**config.mk**
```make
export PLATFORM = sky130hd
export DESIGN_NAME = connection_table_fsm_top_flat
export DESIGN_NICKNAME = d
export VERILOG_FILES = /design/src/hdl/ctf_pkg.sv /design/src/hdl/ctf_intf.sv /design/src/hdl/connection_table_fsm_top.sv /design/src/flat_wrapper.sv
export SDC_FILE = /design/constraint.sdc
export NUM_CORES = 1
export LEC_CHECK = 0
export BUFFER_PORTS_ARGS = -buffer_cell sky130_fd_sc_hd__buf_4
export CORE_ASPECT_RATIO = 0.75
export CORE_MARGIN = 2
export CORE_UTILIZATION = 40
export DETAILED_ROUTE_END_ITERATION = 8
export GPL_TIMING_DRIVEN = 0
export PLACE_DENSITY = 0.53
export SYNTH_ARGS = -nofsm -noshare
export SYNTH_HDL_FRONTEND = slang
export SYNTH_SLANG_ARGS = --single-unit
```
**constraint.sdc**
```tcl
create_clock -name clk -period 7.1 [get_ports clk]
set_input_delay 0.71 -clock clk [delete_from_list [all_inputs] [get_ports clk]]
set_output_delay 0.71 -clock clk [all_outputs]
set_load 0.05 [all_outputs]
```
**src/hdl/ctf_pkg.sv**
```systemverilog
// types and codes shared by the connection table block
`timescale 1ns / 1ps
`default_nettype none
package ctf_pkg;

  localparam logic [2:0] MODE_OPEN    = 3'd0;
  localparam logic [2:0] MODE_LISTEN  = 3'd1;
  localparam logic [2:0] MODE_CLOSE   = 3'd2;
  localparam logic [2:0] MODE_SEGMENT = 3'd3;
  localparam logic [2:0] MODE_TICK    = 3'd4;

  localparam logic [1:0] SEG_SYN = 2'd0;
  localparam logic [1:0] SEG_FIN = 2'd1;

  localparam logic [2:0] STATUS_OK          = 3'd0;
  localparam logic [2:0] STATUS_FULL        = 3'd1;
  localparam logic [2:0] STATUS_BAD_SOCK    = 3'd2;
  localparam logic [2:0] STATUS_WRONG_STATE = 3'd3;
  localparam logic [2:0] STATUS_IGNORED     = 3'd4;

  localparam logic [1:0] REPLY_NONE   = 2'd0;
  localparam logic [1:0] REPLY_SYNACK = 2'd1;
  localparam logic [1:0] REPLY_FINACK = 2'd2;

  typedef enum logic [1:0] {
    ST_CLOSED,
    ST_LISTENING,
    ST_CONNECTED,
    ST_CLOSEWAIT
  } conn_state_t;

  typedef enum logic [2:0] {
    S_IDLE,
    S_SCAN,
    S_DRAIN,
    S_PICK,
    S_FINISH
  } fsm_state_t;

  typedef struct packed {
    conn_state_t st;
    logic [15:0] wait_cnt;
    logic [15:0] server;
    logic [15:0] client;
  } entry_t;

  typedef struct packed {
    logic [2:0]  mode;
    logic [3:0]  sock_id;
    logic [15:0] local_port;
    logic [1:0]  seg_kind;
    logic [15:0] seg_sport;
    logic [15:0] seg_dport;
  } cmd_t;

  typedef struct packed {
    logic [2:0]  status;
    logic [3:0]  sock_out;
    logic [1:0]  reply_type;
    logic [15:0] reply_src_port;
    logic [15:0] reply_dest_port;
    logic        connected;
  } rsp_t;

endpackage
`default_nettype wire

```
**src/hdl/ctf_intf.sv**
```systemverilog
// request, response and configuration channel interfaces
`timescale 1ns / 1ps
`default_nettype none
interface ctf_cmd_if;
  logic          valid;
  logic          ready;
  ctf_pkg::cmd_t data;
  modport source (output valid, output data, input ready);
  modport sink (input valid, input data, output ready);
endinterface

interface ctf_rsp_if;
  logic          valid;
  logic          ready;
  ctf_pkg::rsp_t data;
  modport source (output valid, output data, input ready);
  modport sink (input valid, input data, output ready);
endinterface

interface ctf_cfg_if;
  logic        valid;
  logic        ready;
  logic [15:0] data;
  modport source (output valid, output data, input ready);
  modport sink (input valid, input data, output ready);
endinterface
`default_nettype wire

```
**src/hdl/connection_table_fsm_top.sv**
```systemverilog
// connection table: per-entry memory, lookup scan and tick countdown
// listen, close, unknown modes, other segment kinds: go from accept straight to the finish state
// next request can be taken in the same cycle the result is presented; finish waits for a free output
// open: walks the valid bits one per cycle, stopping at the first free entry
// syn/fin segment: walks all entries through the one read port, then the drain and pick states
// tick: walks all entries with read-modify-write, then the drain state
// reset clears valid bits, state machine and output; ticks resets to 1; no memory sweep
`timescale 1ns / 1ps
`default_nettype none
module connection_table_fsm_top #(
  parameter int CONNECTIONS = 16
) (
  input  logic      clk,
  input  logic      rst,
  ctf_cmd_if.sink   cmd,
  ctf_rsp_if.source rsp,
  ctf_cfg_if.sink   cfg
);

  localparam int IW = (CONNECTIONS > 1) ? $clog2(CONNECTIONS) : 1;

  ctf_pkg::fsm_state_t state, state_next;
  ctf_pkg::cmd_t       req;
  ctf_pkg::rsp_t       rsp_item, res;
  logic                rsp_valid;

  logic [15:0]            ticks;
  logic [CONNECTIONS-1:0] entry_valid;
  ctf_pkg::entry_t        mem [CONNECTIONS];
  ctf_pkg::entry_t        mem_q, mem_wd;
  logic [IW-1:0]          mem_ra, mem_wa;
  logic                   mem_we;

  logic [IW-1:0] scan_idx, rd_idx, tgt, pair_idx, srv_idx, pick_idx, sid_idx;
  logic          rd_pend, hit, pair_found, srv_found, pick_hit;
  logic          accept, scan_last, out_free, fin, sid_ok, pair_m, srv_m, rd_v;
  logic          valid_set, valid_clr;

  assign accept    = cmd.valid && cmd.ready;
  assign scan_last = (scan_idx == IW'(CONNECTIONS - 1));
  assign out_free  = !rsp_valid || rsp.ready;
  assign fin       = (state == ctf_pkg::S_FINISH) && out_free;
  assign sid_idx   = IW'(cmd.data.sock_id);
  assign sid_ok    = (int'(cmd.data.sock_id) < CONNECTIONS);
  assign rd_v      = entry_valid[rd_idx];
  assign srv_m     = rd_v && (mem_q.server == req.seg_dport);
  assign pair_m    = srv_m && (mem_q.client == req.seg_sport);
  assign cfg.ready = 1'b1;
  assign rsp.valid = rsp_valid;
  assign rsp.data  = rsp_item;

  always_comb begin
    if (pair_found) begin
      pick_idx = pair_idx;
      pick_hit = 1'b1;
    end else if (req.seg_kind == ctf_pkg::SEG_SYN && srv_found) begin
      pick_idx = srv_idx;
      pick_hit = 1'b1;
    end else begin
      pick_idx = '0;
      pick_hit = 1'b0;
    end
  end

  // next state
  always_comb begin
    state_next = state;
    unique case (state)
      ctf_pkg::S_IDLE: begin
        if (accept) begin
          case (cmd.data.mode)
            ctf_pkg::MODE_OPEN, ctf_pkg::MODE_TICK: state_next = ctf_pkg::S_SCAN;
            ctf_pkg::MODE_SEGMENT: begin
              if (cmd.data.seg_kind == ctf_pkg::SEG_SYN ||
                  cmd.data.seg_kind == ctf_pkg::SEG_FIN) begin
                state_next = ctf_pkg::S_SCAN;
              end else begin
                state_next = ctf_pkg::S_FINISH;
              end
            end
            default: state_next = ctf_pkg::S_FINISH;
          endcase
        end
      end
      ctf_pkg::S_SCAN: begin
        if (req.mode == ctf_pkg::MODE_OPEN) begin
          if (!entry_valid[scan_idx] || scan_last) state_next = ctf_pkg::S_FINISH;
        end else if (scan_last) begin
          state_next = ctf_pkg::S_DRAIN;
        end
      end
      ctf_pkg::S_DRAIN: begin
        state_next = (req.mode == ctf_pkg::MODE_SEGMENT) ? ctf_pkg::S_PICK
                                                         : ctf_pkg::S_FINISH;
      end
      ctf_pkg::S_PICK: state_next = ctf_pkg::S_FINISH;
      ctf_pkg::S_FINISH: begin
        if (out_free) state_next = ctf_pkg::S_IDLE;
      end
      default: state_next = ctf_pkg::S_IDLE;
    endcase
  end

  // outputs: read address, writes and the result
  always_comb begin
    cmd.ready = (state == ctf_pkg::S_IDLE);
    unique case (state)
      ctf_pkg::S_IDLE: mem_ra = sid_idx;
      ctf_pkg::S_SCAN: mem_ra = scan_idx;
      ctf_pkg::S_PICK: mem_ra = pick_idx;
      default:         mem_ra = tgt;
    endcase

    mem_we    = 1'b0;
    mem_wa    = tgt;
    mem_wd    = mem_q;
    valid_set = 1'b0;
    valid_clr = 1'b0;
    res       = '0;
    res.status = ctf_pkg::STATUS_OK;

    // tick countdown, one entry behind the read
    if (rd_pend && req.mode == ctf_pkg::MODE_TICK && rd_v &&
        mem_q.st == ctf_pkg::ST_CLOSEWAIT) begin
      mem_we = 1'b1;
      mem_wa = rd_idx;
      if (mem_q.wait_cnt > 16'd1) begin
        mem_wd.wait_cnt = mem_q.wait_cnt - 16'd1;
      end else begin
        mem_wd.wait_cnt = '0;
        mem_wd.st       = ctf_pkg::ST_CLOSED;
      end
    end

    if (state == ctf_pkg::S_FINISH) begin
      unique case (req.mode)
        ctf_pkg::MODE_OPEN: begin
          if (hit) begin
            mem_we          = fin;
            mem_wd.st       = ctf_pkg::ST_CLOSED;
            mem_wd.wait_cnt = '0;
            mem_wd.server   = req.local_port;
            mem_wd.client   = '0;
            valid_set       = fin;
            res.sock_out    = 4'(tgt);
          end else begin
            res.status = ctf_pkg::STATUS_FULL;
          end
        end
        ctf_pkg::MODE_LISTEN: begin
          if (hit) begin
            mem_we          = fin;
            mem_wd.st       = ctf_pkg::ST_LISTENING;
            mem_wd.wait_cnt = '0;
            res.sock_out    = 4'(tgt);
          end else begin
            res.status = ctf_pkg::STATUS_BAD_SOCK;
          end
        end
        ctf_pkg::MODE_CLOSE: begin
          if (!hit) begin
            res.status = ctf_pkg::STATUS_BAD_SOCK;
          end else begin
            res.sock_out = 4'(tgt);
            if (mem_q.st == ctf_pkg::ST_CLOSED) begin
              valid_clr = fin;
            end else begin
              res.status = ctf_pkg::STATUS_WRONG_STATE;
            end
          end
        end
        ctf_pkg::MODE_SEGMENT: begin
          res.status = ctf_pkg::STATUS_IGNORED;
          if (hit) begin
            res.sock_out = 4'(tgt);
            if (req.seg_kind == ctf_pkg::SEG_SYN) begin
              if (mem_q.st == ctf_pkg::ST_LISTENING) begin
                mem_we         = fin;
                mem_wd.st      = ctf_pkg::ST_CONNECTED;
                mem_wd.client  = req.seg_sport;
                res.connected  = 1'b1;
                res.reply_type = ctf_pkg::REPLY_SYNACK;
              end else if (mem_q.st == ctf_pkg::ST_CONNECTED) begin
                res.reply_type = ctf_pkg::REPLY_SYNACK;
              end
            end else begin
              if (mem_q.st == ctf_pkg::ST_CONNECTED) begin
                mem_we          = fin;
                mem_wd.st       = ctf_pkg::ST_CLOSEWAIT;
                mem_wd.wait_cnt = (ticks != 16'd0) ? ticks : 16'd1;
                res.reply_type  = ctf_pkg::REPLY_FINACK;
              end else if (mem_q.st == ctf_pkg::ST_CLOSEWAIT) begin
                res.reply_type = ctf_pkg::REPLY_FINACK;
              end
            end
            if (res.reply_type != ctf_pkg::REPLY_NONE) begin
              res.status          = ctf_pkg::STATUS_OK;
              res.reply_src_port  = mem_wd.server;
              res.reply_dest_port = mem_wd.client;
            end
          end
        end
        ctf_pkg::MODE_TICK: res.status = ctf_pkg::STATUS_OK;
        default: res.status = ctf_pkg::STATUS_IGNORED;
      endcase
    end
  end

  // entry memory, one read and one write port
  always_ff @(posedge clk) begin
    if (mem_we) mem[mem_wa] <= mem_wd;
    mem_q <= mem[mem_ra];
  end

  always_ff @(posedge clk) begin
    if (rst) begin
      state       <= ctf_pkg::S_IDLE;
      rsp_valid   <= 1'b0;
      entry_valid <= '0;
      ticks       <= 16'd1;
      rd_pend     <= 1'b0;
    end else begin
      state   <= state_next;
      rd_pend <= (state == ctf_pkg::S_SCAN);
      if (cfg.valid && cfg.ready) ticks <= cfg.data;
      if (fin) begin
        rsp_valid <= 1'b1;
      end else if (rsp.ready) begin
        rsp_valid <= 1'b0;
      end
      if (valid_set) entry_valid[tgt] <= 1'b1;
      if (valid_clr) entry_valid[tgt] <= 1'b0;
    end
  end

  always_ff @(posedge clk) begin
    rd_idx <= scan_idx;
    if (fin) rsp_item <= res;
    if (accept) begin
      req        <= cmd.data;
      scan_idx   <= '0;
      tgt        <= sid_idx;
      pair_found <= 1'b0;
      srv_found  <= 1'b0;
      hit        <= (cmd.data.mode == ctf_pkg::MODE_LISTEN ||
                     cmd.data.mode == ctf_pkg::MODE_CLOSE) &&
                    sid_ok && entry_valid[sid_idx];
    end
    if (state == ctf_pkg::S_SCAN) begin
      if (!scan_last) scan_idx <= scan_idx + IW'(1);
      if (req.mode == ctf_pkg::MODE_OPEN && !entry_valid[scan_idx]) begin
        tgt <= scan_idx;
        hit <= 1'b1;
      end
    end
    // first exact pair and first server-port match
    if (rd_pend && req.mode == ctf_pkg::MODE_SEGMENT) begin
      if (pair_m && !pair_found) begin
        pair_found <= 1'b1;
        pair_idx   <= rd_idx;
      end
      if (srv_m && !srv_found) begin
        srv_found <= 1'b1;
        srv_idx   <= rd_idx;
      end
    end
    if (state == ctf_pkg::S_PICK) begin
      tgt <= pick_idx;
      hit <= pick_hit;
    end
  end

endmodule
`default_nettype wire
```
**src/flat_wrapper.sv**
```systemverilog
// flat-port wrapper written by rule: the top's interface ports become plain ports
module connection_table_fsm_top_flat 
#(
  parameter int CONNECTIONS = 16
)
  (clk, rst, cmd_valid, cmd_data, cmd_ready, rsp_valid, rsp_data, rsp_ready, cfg_valid, cfg_data, cfg_ready);
  ctf_cmd_if cmd_i ();
  ctf_rsp_if rsp_i ();
  ctf_cfg_if cfg_i ();
  input  logic clk;
  input  logic rst;
  input wire logic [$bits(cmd_i.valid)-1:0] cmd_valid;
  input wire logic [$bits(cmd_i.data)-1:0] cmd_data;
  output wire logic [$bits(cmd_i.ready)-1:0] cmd_ready;
  output wire logic [$bits(rsp_i.valid)-1:0] rsp_valid;
  output wire logic [$bits(rsp_i.data)-1:0] rsp_data;
  input wire logic [$bits(rsp_i.ready)-1:0] rsp_ready;
  input wire logic [$bits(cfg_i.valid)-1:0] cfg_valid;
  input wire logic [$bits(cfg_i.data)-1:0] cfg_data;
  output wire logic [$bits(cfg_i.ready)-1:0] cfg_ready;
  assign cmd_i.valid = cmd_valid;
  assign cmd_i.data = cmd_data;
  assign cmd_ready = cmd_i.ready;
  assign rsp_valid = rsp_i.valid;
  assign rsp_data = rsp_i.data;
  assign rsp_i.ready = rsp_ready;
  assign cfg_i.valid = cfg_valid;
  assign cfg_i.data = cfg_data;
  assign cfg_ready = cfg_i.ready;
  connection_table_fsm_top #(.CONNECTIONS(CONNECTIONS)) u_core (.clk(clk), .rst(rst), .cmd(cmd_i), .rsp(rsp_i), .cfg(cfg_i));
endmodule
```
# Yosys cells after proc, flatten, opt, wreduce, memory -nomap -nowiden
# Memories as Yosys holds them, arrays and structs flattened. A register that Yosys moved wholly into a read port is not among the register bits.
# Cells that the tools add are included.
[word_totals]
ff_bits = 155
ram_bits = 800
out_inout_bits = 45
wordCells = 199
mem_count = 1
[mem_list]
columns = ["memory", "depth", "width", "read_ports", "rd_ports_with_merged_regs", "wr", "line_no", "rtl"]
rows = [
  ["u_core.mem", 16, 50, 1, 1, 1, "connection_table_fsm_top.sv:29", "ctf_pkg::entry_t mem [CONNECTIONS];"],
]
[op_classes]
add_sub_neg = 2
n_lt_le_gt_ge = 6
eq_ne = 23
n_mux = 100
n_bitwise = 3
reduce_logical = 40
[ops]
columns = ["cell", "n"]
rows = [
  ["$mux 16", 10],
  ["$mux 50", 2],
  ["$mux 18", 4],
  ["$pmux 18 s3", 1],
  ["$mux 4", 11],
  ["$mux 42", 1],
  ["$mux 1", 38],
  ["$eq 16x16->1", 2],
  ["$mux 32", 1],
  ["$pmux 16 s2", 1],
  ["$pmux 3 s5", 2],
  ["$mux 3", 9],
  ["$mux 2", 12],
  ["$lt 4x5->1 const B", 4],
  ["$eq 3x2->1 const B", 6],
  ["$and 16x16->16", 1],
  ["$gt 16x1->1 const B", 1],
  ["$not 16->16", 1],
  ["$or 16x16->16", 1],
  ["$reduce_bool 16->1", 1],
  ["$sub 16x1->16 const B", 1],
  ["$logic_and 1x1->1", 14],
  ["$bmux 1 s4", 3],
  ["$pmux 4 s3", 1],
  ["other kinds (24)", 46],
]

# Depth between registers and ports, before layout
# Gate-level depths: netlist (run 1).
[logic_depth]
word_depth = 12
ltp_mapped = 10

# Least setup slack after synthesis (run 1)
# Ideal clock, no wire load.
[synth_timing]
path_kind = "register -> register"
from = "register u_core.req[33] (netlist bit)"
to = "memory u_core.mem[13][0] (netlist bit), enable pin"
setup_ns = 0.527
t_arrival_ns = 5.220
path_slack_ns = 1.353
path_stages_with_launch = 7
path_buffers = 0
synth_period_minus_slack_ns = 5.747
cell_sequence = "edfxtp_1 -> nor2_1 -> nand2_1 -> a21o_1 -> a2111oi_2 -> nand2_1 -> o21ai_0"
[synth_via]
elab_chain_cells = 7
[synth_rtl]
columns = ["element", "line_no", "rtl"]
rows = [
  ["start: declaration", "connection_table_fsm_top.sv:23", "ctf_pkg::cmd_t req;"],
  ["start signal: assignment", "connection_table_fsm_top.sv:240", "req <= cmd.data;"],
  ["$logic_not 2->1", "connection_table_fsm_top.sv:176", "if (req.seg_kind == ctf_pkg::SEG_SYN) begin"],
  ["$mux 1", "connection_table_fsm_top.sv:176", ""],
  ["$mux 1", "connection_table_fsm_top.sv:174", "if (hit) begin"],
  ["$pmux 1 s2", "connection_table_fsm_top.sv:136", "unique case (req.mode)"],
  ["$mux 1", "connection_table_fsm_top.sv:135", "if (state == ctf_pkg::S_FINISH) begin"],
  ["$mux 1", "connection_table_fsm_top.sv:211", "if (mem_we) mem[mem_wa] <= mem_wd;"],
  ["$mux 1 (implied by the code)", "connection_table_fsm_top.sv:211", ""],
  ["end: declaration", "connection_table_fsm_top.sv:29", ""],
]
# Every way passes these cells.

# Worst setup path after layout (run 1)
[layout_timing]
from = "register u_core.rd_idx[1]"
to = "memory u_core.mem[7][12] (netlist bit), enable pin"
[layout_via]
elab_chain_cells = 12
[layout_rtl]
columns = ["element", "line_no", "rtl"]
rows = [
  ["start: declaration", "connection_table_fsm_top.sv:34", "logic [IW-1:0] scan_idx, rd_idx, tgt, pair_idx, srv_idx, pick_idx, sid_idx;"],
  ["start signal: assignment", "connection_table_fsm_top.sv:237", "rd_idx <= scan_idx;"],
  ["$bmux 1 s4", "connection_table_fsm_top.sv:45", "assign rd_v = entry_valid[rd_idx];"],
  ["$mux 1 (implied by the code)", "connection_table_fsm_top.sv:45", ""],
  ["$logic_and 1x1->1 (2 in a row)", "connection_table_fsm_top.sv:123", "if (rd_pend && req.mode == ctf_pkg::MODE_TICK && rd_v &&"],
  ["$mux 1", "connection_table_fsm_top.sv:123", ""],
  ["$mux 1, on equally long branches", "connection_table_fsm_top.sv:187, connection_table_fsm_top.sv:177", ""],
  ["$mux 1", "connection_table_fsm_top.sv:176", ""],
  ["$mux 1", "connection_table_fsm_top.sv:174", ""],
  ["$pmux 1 s2", "connection_table_fsm_top.sv:136", ""],
  ["$mux 1", "connection_table_fsm_top.sv:135", ""],
  ["$mux 1", "connection_table_fsm_top.sv:211", ""],
  ["$mux 1 (implied by the code)", "connection_table_fsm_top.sv:211", ""],
]
# Parallel ways exist; a longest one is shown, timed or not. The select of a mux whose other input is x is not followed.

==> impl_metrics.csv, run 1 <==
group,metric,value,unit
outcome,status,"finished clean",
detailed_routing,wire_per_inst,28.6,um
timing,fmaxAchievable,0.230,GHz
clock_tree,post_cts_resize_count,0,
yosys,yosysTopAreaCellShare,70.1,%
detailed_routing,routed_wl,104000,um
worst_setup_path,critPathSlowestCell,"a31oi_1",
yosys,ys_ff_latch,1005,
worst_setup_path,regToRegSetupSlack,2760,ps
detailed_routing,num_vias,20800,
worst_setup_path,max_stage_delay,850,ps
yosys,synth_ff_type,"edfxtp_1",
final_layout,multiInputGateArea,9160,um2
final_layout,nFillCells,7971,
placed_design,dp_hpwl,66900,um
detailed_routing,drtIter0Drc,2440,
global_route,antenna_found_initial,5,
yosys,netlist_instances,2020,
yosys,yosys.area.top_type,"edfxtp_1",
global_route,grt_usage,20.9,%
global_route,grt_pass1_wl,149000,um
worst_setup_path,crit_type,"register to register",
pwr,fin_total_pwr,18.5,mW
clock_tree,numCtsBuffers,99,
timing,hold_viol,0,
timing,slew_violations,0,
placed_design,place_inst,3434,
timing,post-route-period-util,61.1,%
floorplan,die_h,273,um
run,cap_violations,0,
final_layout,post_layout_nonfiller_instances,3624,
yosys,yosysMostFrequentCell,"edfxtp_1",
clock_tree,clockBufferDepth,3,
timing,worstMarginPinSlew,1380,ps
detailed_routing,first_pass_iters,5,
yosys,synth.avg_cell_area,19.2,um2
worst_setup_path,worstPathMaxFanout,16,
detailed_routing,drc,0,
timing,fin_skew,22.4,ps
yosys,async_flop_share,0,%
timing,setup_violations,0,
global_route,grt_max_degree,33,
timing,slew_headroom,7.17,%
global_route,overflow,0,
final_layout,syn2layout_area_growth,17.9,%
pwr,irDropWorstVdd,0.204,mV
worst_setup_path,startpoint_type,"register",
placed_design,io_buffers,118,
worst_setup_path,cp-end-kind,"register",
clock_tree,cts_sinks,1005,
pwr,power_density,406,nW/um2
yosys,yosys.cell_types.count,60,
worst_setup_path,critical_path_buf_inv_count,5,
clock_tree,cts_tree,"done",
worst_setup_path,crit_family,"buffers and inverters",
pwr,p_leak,14.8,nW
yosys,synth.top_cells.by_count,"edfxtp_1, mux4_2, nand2_1",
floorplan,coreArea,95600,um2
clock_tree,worstSkewPairLatency,670,ps
hold_path,hold_class,"input port to register",
floorplan,die_area,99300,um2
yosys,synth_area_leaders,"edfxtp_1, mux4_2, dfxtp_1",
timing,setup_slack,2760,ps
yosys,synth_warnings,0,
final_layout,finish.net_count,2371,
detailed_routing,via_per_inst,5.74,
timing,post-route-min-period,4340,ps
global_route,grt_pass1_vias,21100,
clock_tree,hold_buffers,0,
detailed_routing,antenna_left,0,
final_layout,drive_gt1_share,26.0,%
clock_tree,h-tree-depth,3,
timing,rsz0062_at_grt,"no",
floorplan,ios,123,
clock_tree,root_buffer,"clkbuf_16",
floorplan,die_w,363,um
yosys,synth_area,38700,um2
worst_setup_path,crit_chain,"clkbuf_1 > mux4_2 > mux2i_1 > o22ai_2 > clkbuf_1 > a31oi_1 > nor2_4 > buf_16 > buf_12 > buf_16",
clock_tree,path_clk_slew,60,ps
clock_tree,cts_setup_buffers,0,
yosys,ys_seq_area_share,75.3,%
yosys,synth.net_count,2105,
floorplan,initial_core_util,40.5,%
floorplan,num_rows,98,
final_layout,ff_latch_area,29200,um2
yosys,synth_edf_count,903,
worst_setup_path,crit_arrival,4740,ps
placed_design,gp_congestion,0.858,
worst_setup_path,critical_path_required,7500,ps
placed_design,post-place-ws,2870,ps
==> routing by layer <==
layer	GRT usage [%]	part of all wire, %	wire (um)
met5	0	0.029	30
met4	4.89	2.1	2190
met3	4.17	7.6	7900
met2	31.9	45	46800
met1	31.1	45	46600
==> registers in the layout, indices dropped and copies added, names as in the netlist <==
name                flops
u_core.srv_idx          4
u_core.entry_valid     16
u_core.pair_found       1
u_core.rd_idx           4
u_core.srv_found        1
u_core.rsp.valid        1
u_core.mem            800
u_core.state            3
u_core.mem_q           50
u_core.rsp.data        42
u_core.tgt              4
u_core.ticks           16
u_core.scan_idx         4
u_core.req             53
u_core.rd_pend          1
u_core.pair_idx         4
u_core.hit              1
==> cell families after synthesis <==
family / Yosys count / synth area share (%)
adders and majority gates: 7 / 0.226
buffers and inverters: 125 / 1.34
AOI/OAI and AO/OA: 257 / 4.56
muxes: 252 / 13.5
other: 1 / 0.00969
xor gates and xnor gates: 47 / 1.06
DFF: 1005 / 75.3
and+or+nand+nor: 326 / 4.00
==> worst paths after layout <==
| check | to | depth (start not counted) | start |
|---|---|---|---|
| max | u_core.mem[7][12]$_DFFE_PP_ | 10 | u_core.rd_idx[1]$_DFF_P_ |
| min | u_core.req[42]$_DFFE_PP_ | 1 | cmd_data[42] |
| max reg2reg | u_core.mem[7][12]$_DFFE_PP_ | 10 | u_core.rd_idx[1]$_DFF_P_ |
| min reg2reg | u_core.rd_idx[0]$_DFF_P_ | 0 | u_core.scan_idx[0]$_DFF_P_ |
==> cell type report <==
type,instances,area share [%]
multi-input cells,890,20.1
flip-flops and latches,1005,63.9
diodes,1,0.00548
inverters,15,0.126
plain buffers,110,1.02
clock buffers,126,5.92
well taps,1250,3.43
repair buffers,165,4.24
clock inverters,62,1.31
==> where the power goes <==
group | total (mW) | internal [mW] | leakage (nW) | switching (mW)
sequential | 7.79 | 7.50 | 9.06 | 0.288
combinational | 5.46 | 1.99 | 4.15 | 3.47
clock | 5.28 | 3.06 | 1.63 | 2.22
total | 18.5 | 12.6 | 14.8 | 5.97
==> layout by cell type, fill, tap and decap left out, types with 9 or more instances in the layout <==
master,synthesis,layout
edfxtp_1,903,903
mux4_2,213,213
buf_4,2,122
nand2_1,121,121
a22oi_1,104,104
clkbuf_16,0,102
dfxtp_1,102,102
clkbuf_1,67,85
nor2_1,76,61
a21oi_1,57,57
xor2_1,38,38
buf_2,35,35
clkinv_2,0,27
buf_12,0,27
and2_1,26,26
nor3_1,25,25
mux2i_1,22,22
a22o_1,19,19
a211oi_1,18,18
buf_16,0,18
mux2_2,17,17
nor4_1,17,17
o21ai_1,14,17
clkinv_1,1,16
nor2_4,0,15
o21ai_0,19,15
inv_1,12,12
nand3_1,11,11
nand4_1,10,10
bufinv_16,0,10
nor2b_1,10,9
xnor2_1,9,9
==> per-stage QoR <==
stage               utilization [%]  hold WS [ps]  cell area (um2)  setup TNS, ps
CTS                            47.7           165            45600              0
detailed placement             44.3           367            42300              0
floorplan                         -           352            38700              0
finish                         47.7           215            45600              0
global route                   47.7           182            45600              0
global placement               43.0           358            41200       -1081680
(Power assumes the default switching activity.)
==> run 2, diff against run 1 <==
--- a/config.mk
+++ b/config.mk
@@ -11,7 +11,7 @@
 export CORE_UTILIZATION = 40
 export DETAILED_ROUTE_END_ITERATION = 8
 export GPL_TIMING_DRIVEN = 0
-export PLACE_DENSITY = 0.53
+export PLACE_DENSITY = 0.55
 export SYNTH_ARGS = -nofsm -noshare
 export SYNTH_HDL_FRONTEND = slang
 export SYNTH_SLANG_ARGS = --single-unit
==> constraint.sdc (replaced) <==
create_clock -name clk -period 3.9 [get_ports clk]
set_input_delay 0.39 -clock clk [delete_from_list [all_inputs] [get_ports clk]]
set_output_delay 0.39 -clock clk [all_outputs]
set_load 0.05 [all_outputs]
==> run 2 against run 1 <==
The flow now finishes with violations (setup timing). Via count rose by 2.0%. Global-route usage is 0.12 points lower. Routed wire length shrank 0.25%. Register-to-register slack worse by 2800 ps. Utilization increased by 0.86 points. Final cell count rose by 2.3%. Combinational power grew 83%. Cell area rose by 1.8%. Clock-buffer cell count grew 12. Critical endpoint is now u_core.mem[10][37]$_DFFE_PP_. Largest cell class unchanged.
==> impl_metrics.csv, run 2 (synthesis gave the netlist of run 1 again) <==
group,metric,value,unit
worst_setup_path,worstPathMaxFanout,14,
floorplan,die_h,273,um
detailed_routing,num_vias,21200,
clock_tree,h-tree-depth,3,
final_layout,post_layout_nonfiller_instances,3707,
placed_design,place_inst,3431,
worst_setup_path,critical_path_required,4270,ps
timing,setup_slack,-26.3,ps
clock_tree,numCtsBuffers,98,
pwr,irDropWorstVdd,0.353,mV
global_route,grt_max_degree,36,
clock_tree,cts_tree,"done",
global_route,grt.met2_usage,32.5,%
timing,slew_headroom,17.5,%
global_route,use_met1,29.8,%
floorplan,ios,123,
global_route,grt_usage,20.8,%
final_layout,regMostFlops,"u_core.mem",
pwr,power_density,721,nW/um2
clock_tree,cts_sinks,1005,
floorplan,initial_core_util,40.5,%
detailed_routing,first_pass_iters,7,
timing,post-route-period-util,101,%
worst_setup_path,startpoint_type,"register",
detailed_routing,drtIter0Drc,2601,
outcome,violations,"setup timing",
worst_setup_path,crit_type,"register to register",
global_route,antenna_found_initial,1,
final_layout,postLayoutCoreUtil,48.6,%
final_layout,mostFrequentLayoutCells,"edfxtp_1, mux4_2, buf_4",
timing,post-route-min-period,3930,ps
timing,hold_viol,0,
timing,slew_violations,0,
detailed_routing,via_per_inst,5.73,
detailed_routing,drc,0,
placed_design,io_buffers,118,
final_layout,drive_gt1_share,26.3,%
outcome,status,"finished with violations",
clock_tree,path_clk_slew,60,ps
placed_design,post-place-ws,-377,ps
global_route,gr-usage-met3,4.73,%
global_route,grt_pass1_wl,148000,um
worst_setup_path,cp-end-kind,"register",
timing,tns,-204,ps
detailed_routing,antenna_left,0,
worst_setup_path,crit_arrival,4300,ps
clock_tree,clockBufferDepth,3,
floorplan,coreArea,95600,um2
global_route,busiest_layer,"met2",
final_layout,diodes,0,
timing,rsz0062_at_grt,"yes",
detailed_routing,routed_wl,103000,um
timing,fin_skew,25.1,ps
placed_design,dp_hpwl,66400,um
placed_design,gp_congestion,0.863,
timing,setup_violations,14,
final_layout,syn2layout_area_growth,20.1,%
floorplan,die_area,99300,um2
floorplan,die_w,363,um
detailed_routing,wire_per_inst,27.9,um
timing,fmaxAchievable,0.255,GHz
hold_path,hold_class,"input port to register",
clock_tree,worstSkewPairLatency,680,ps
final_layout,largest_reg_flops,800,
floorplan,num_rows,98,
clock_tree,root_buffer,"clkbuf_16",
global_route,overflow,0,
timing,worstMarginPinSlew,1240,ps
pwr,p_leak,15.2,nW
global_route,grt_pass1_vias,21600,
final_layout,finish.net_count,2462,
final_layout,final_common_cell,"edfxtp_1",
final_layout,largestRegisters,"u_core.mem: 800 flops, u_core.req: 53 flops, u_core.mem_q: 50 flops",
run,cap_violations,0,
## run 2: area by class of cell
class,instances,area (um2)
buffer,110,464
tap,1250,1560
timing repair buffer,257,2810
clock buffer,138,2770
multi-input combinational,890,9250
fill,7788,49200
sequential,1005,29200
inverter,15,57.6
clock inverter,42,394
## run 2: critical path: stages, from the launching register on
cell and delay (ps):
edfxtp_1 530, nor2_1 300, nand2_1 400, a21o_1 310
a2111oi_2 770, a22oi_1 500, nor2_4 270, buf_4 290
buf_16 210
## run 2: repair_timing
item                                    in CTS  in global routing
hold buffers                                69                  0
endpoints found under the hold margin       69                  0
setup buffers                               18                  9
endpoints found under the setup margin     380                431
pin swaps                                   10                  4
resized for setup                            4                 18
## run 2: final timing paths
check,from,to,slack (ps),cells past startpoint
max,u_core.req[33]$_DFFE_PP_,u_core.mem[10][37]$_DFFE_PP_,-30,8
max reg2reg,u_core.req[33]$_DFFE_PP_,u_core.mem[10][37]$_DFFE_PP_,-30,8
min,cmd_valid,u_core.state[0]$_SDFFE_PP0P_,130,3
min reg2reg,u_core.scan_idx[0]$_DFF_P_,u_core.rd_idx[0]$_DFF_P_,370,0
## run 2: through the flow
stage               power (mW)  area (um2)  hold WS, ps
floorplan                 20.7       38700          352
global placement          24.0       41200          360
detailed placement        24.3       42200          366
CTS                       33.7       46300         88.9
global route              34.9       46500          165
finish                    33.5       46500          128
## run 2: per-layer routing
layer	vias to the layer above	share of wire (%)
met5	-	0
met4	0	2.3
met3	169	8.6
met2	920	46
met1	11200	43
li1	8947	-
## run 2: power breakdown
| group | internal (mW) | switching, mW |
|---|---|---|
| clock | 5.25 | 4.06 |
| combinational | 3.68 | 6.36 |
| sequential | 13.7 | 0.512 |
| total | 22.6 | 10.9 |
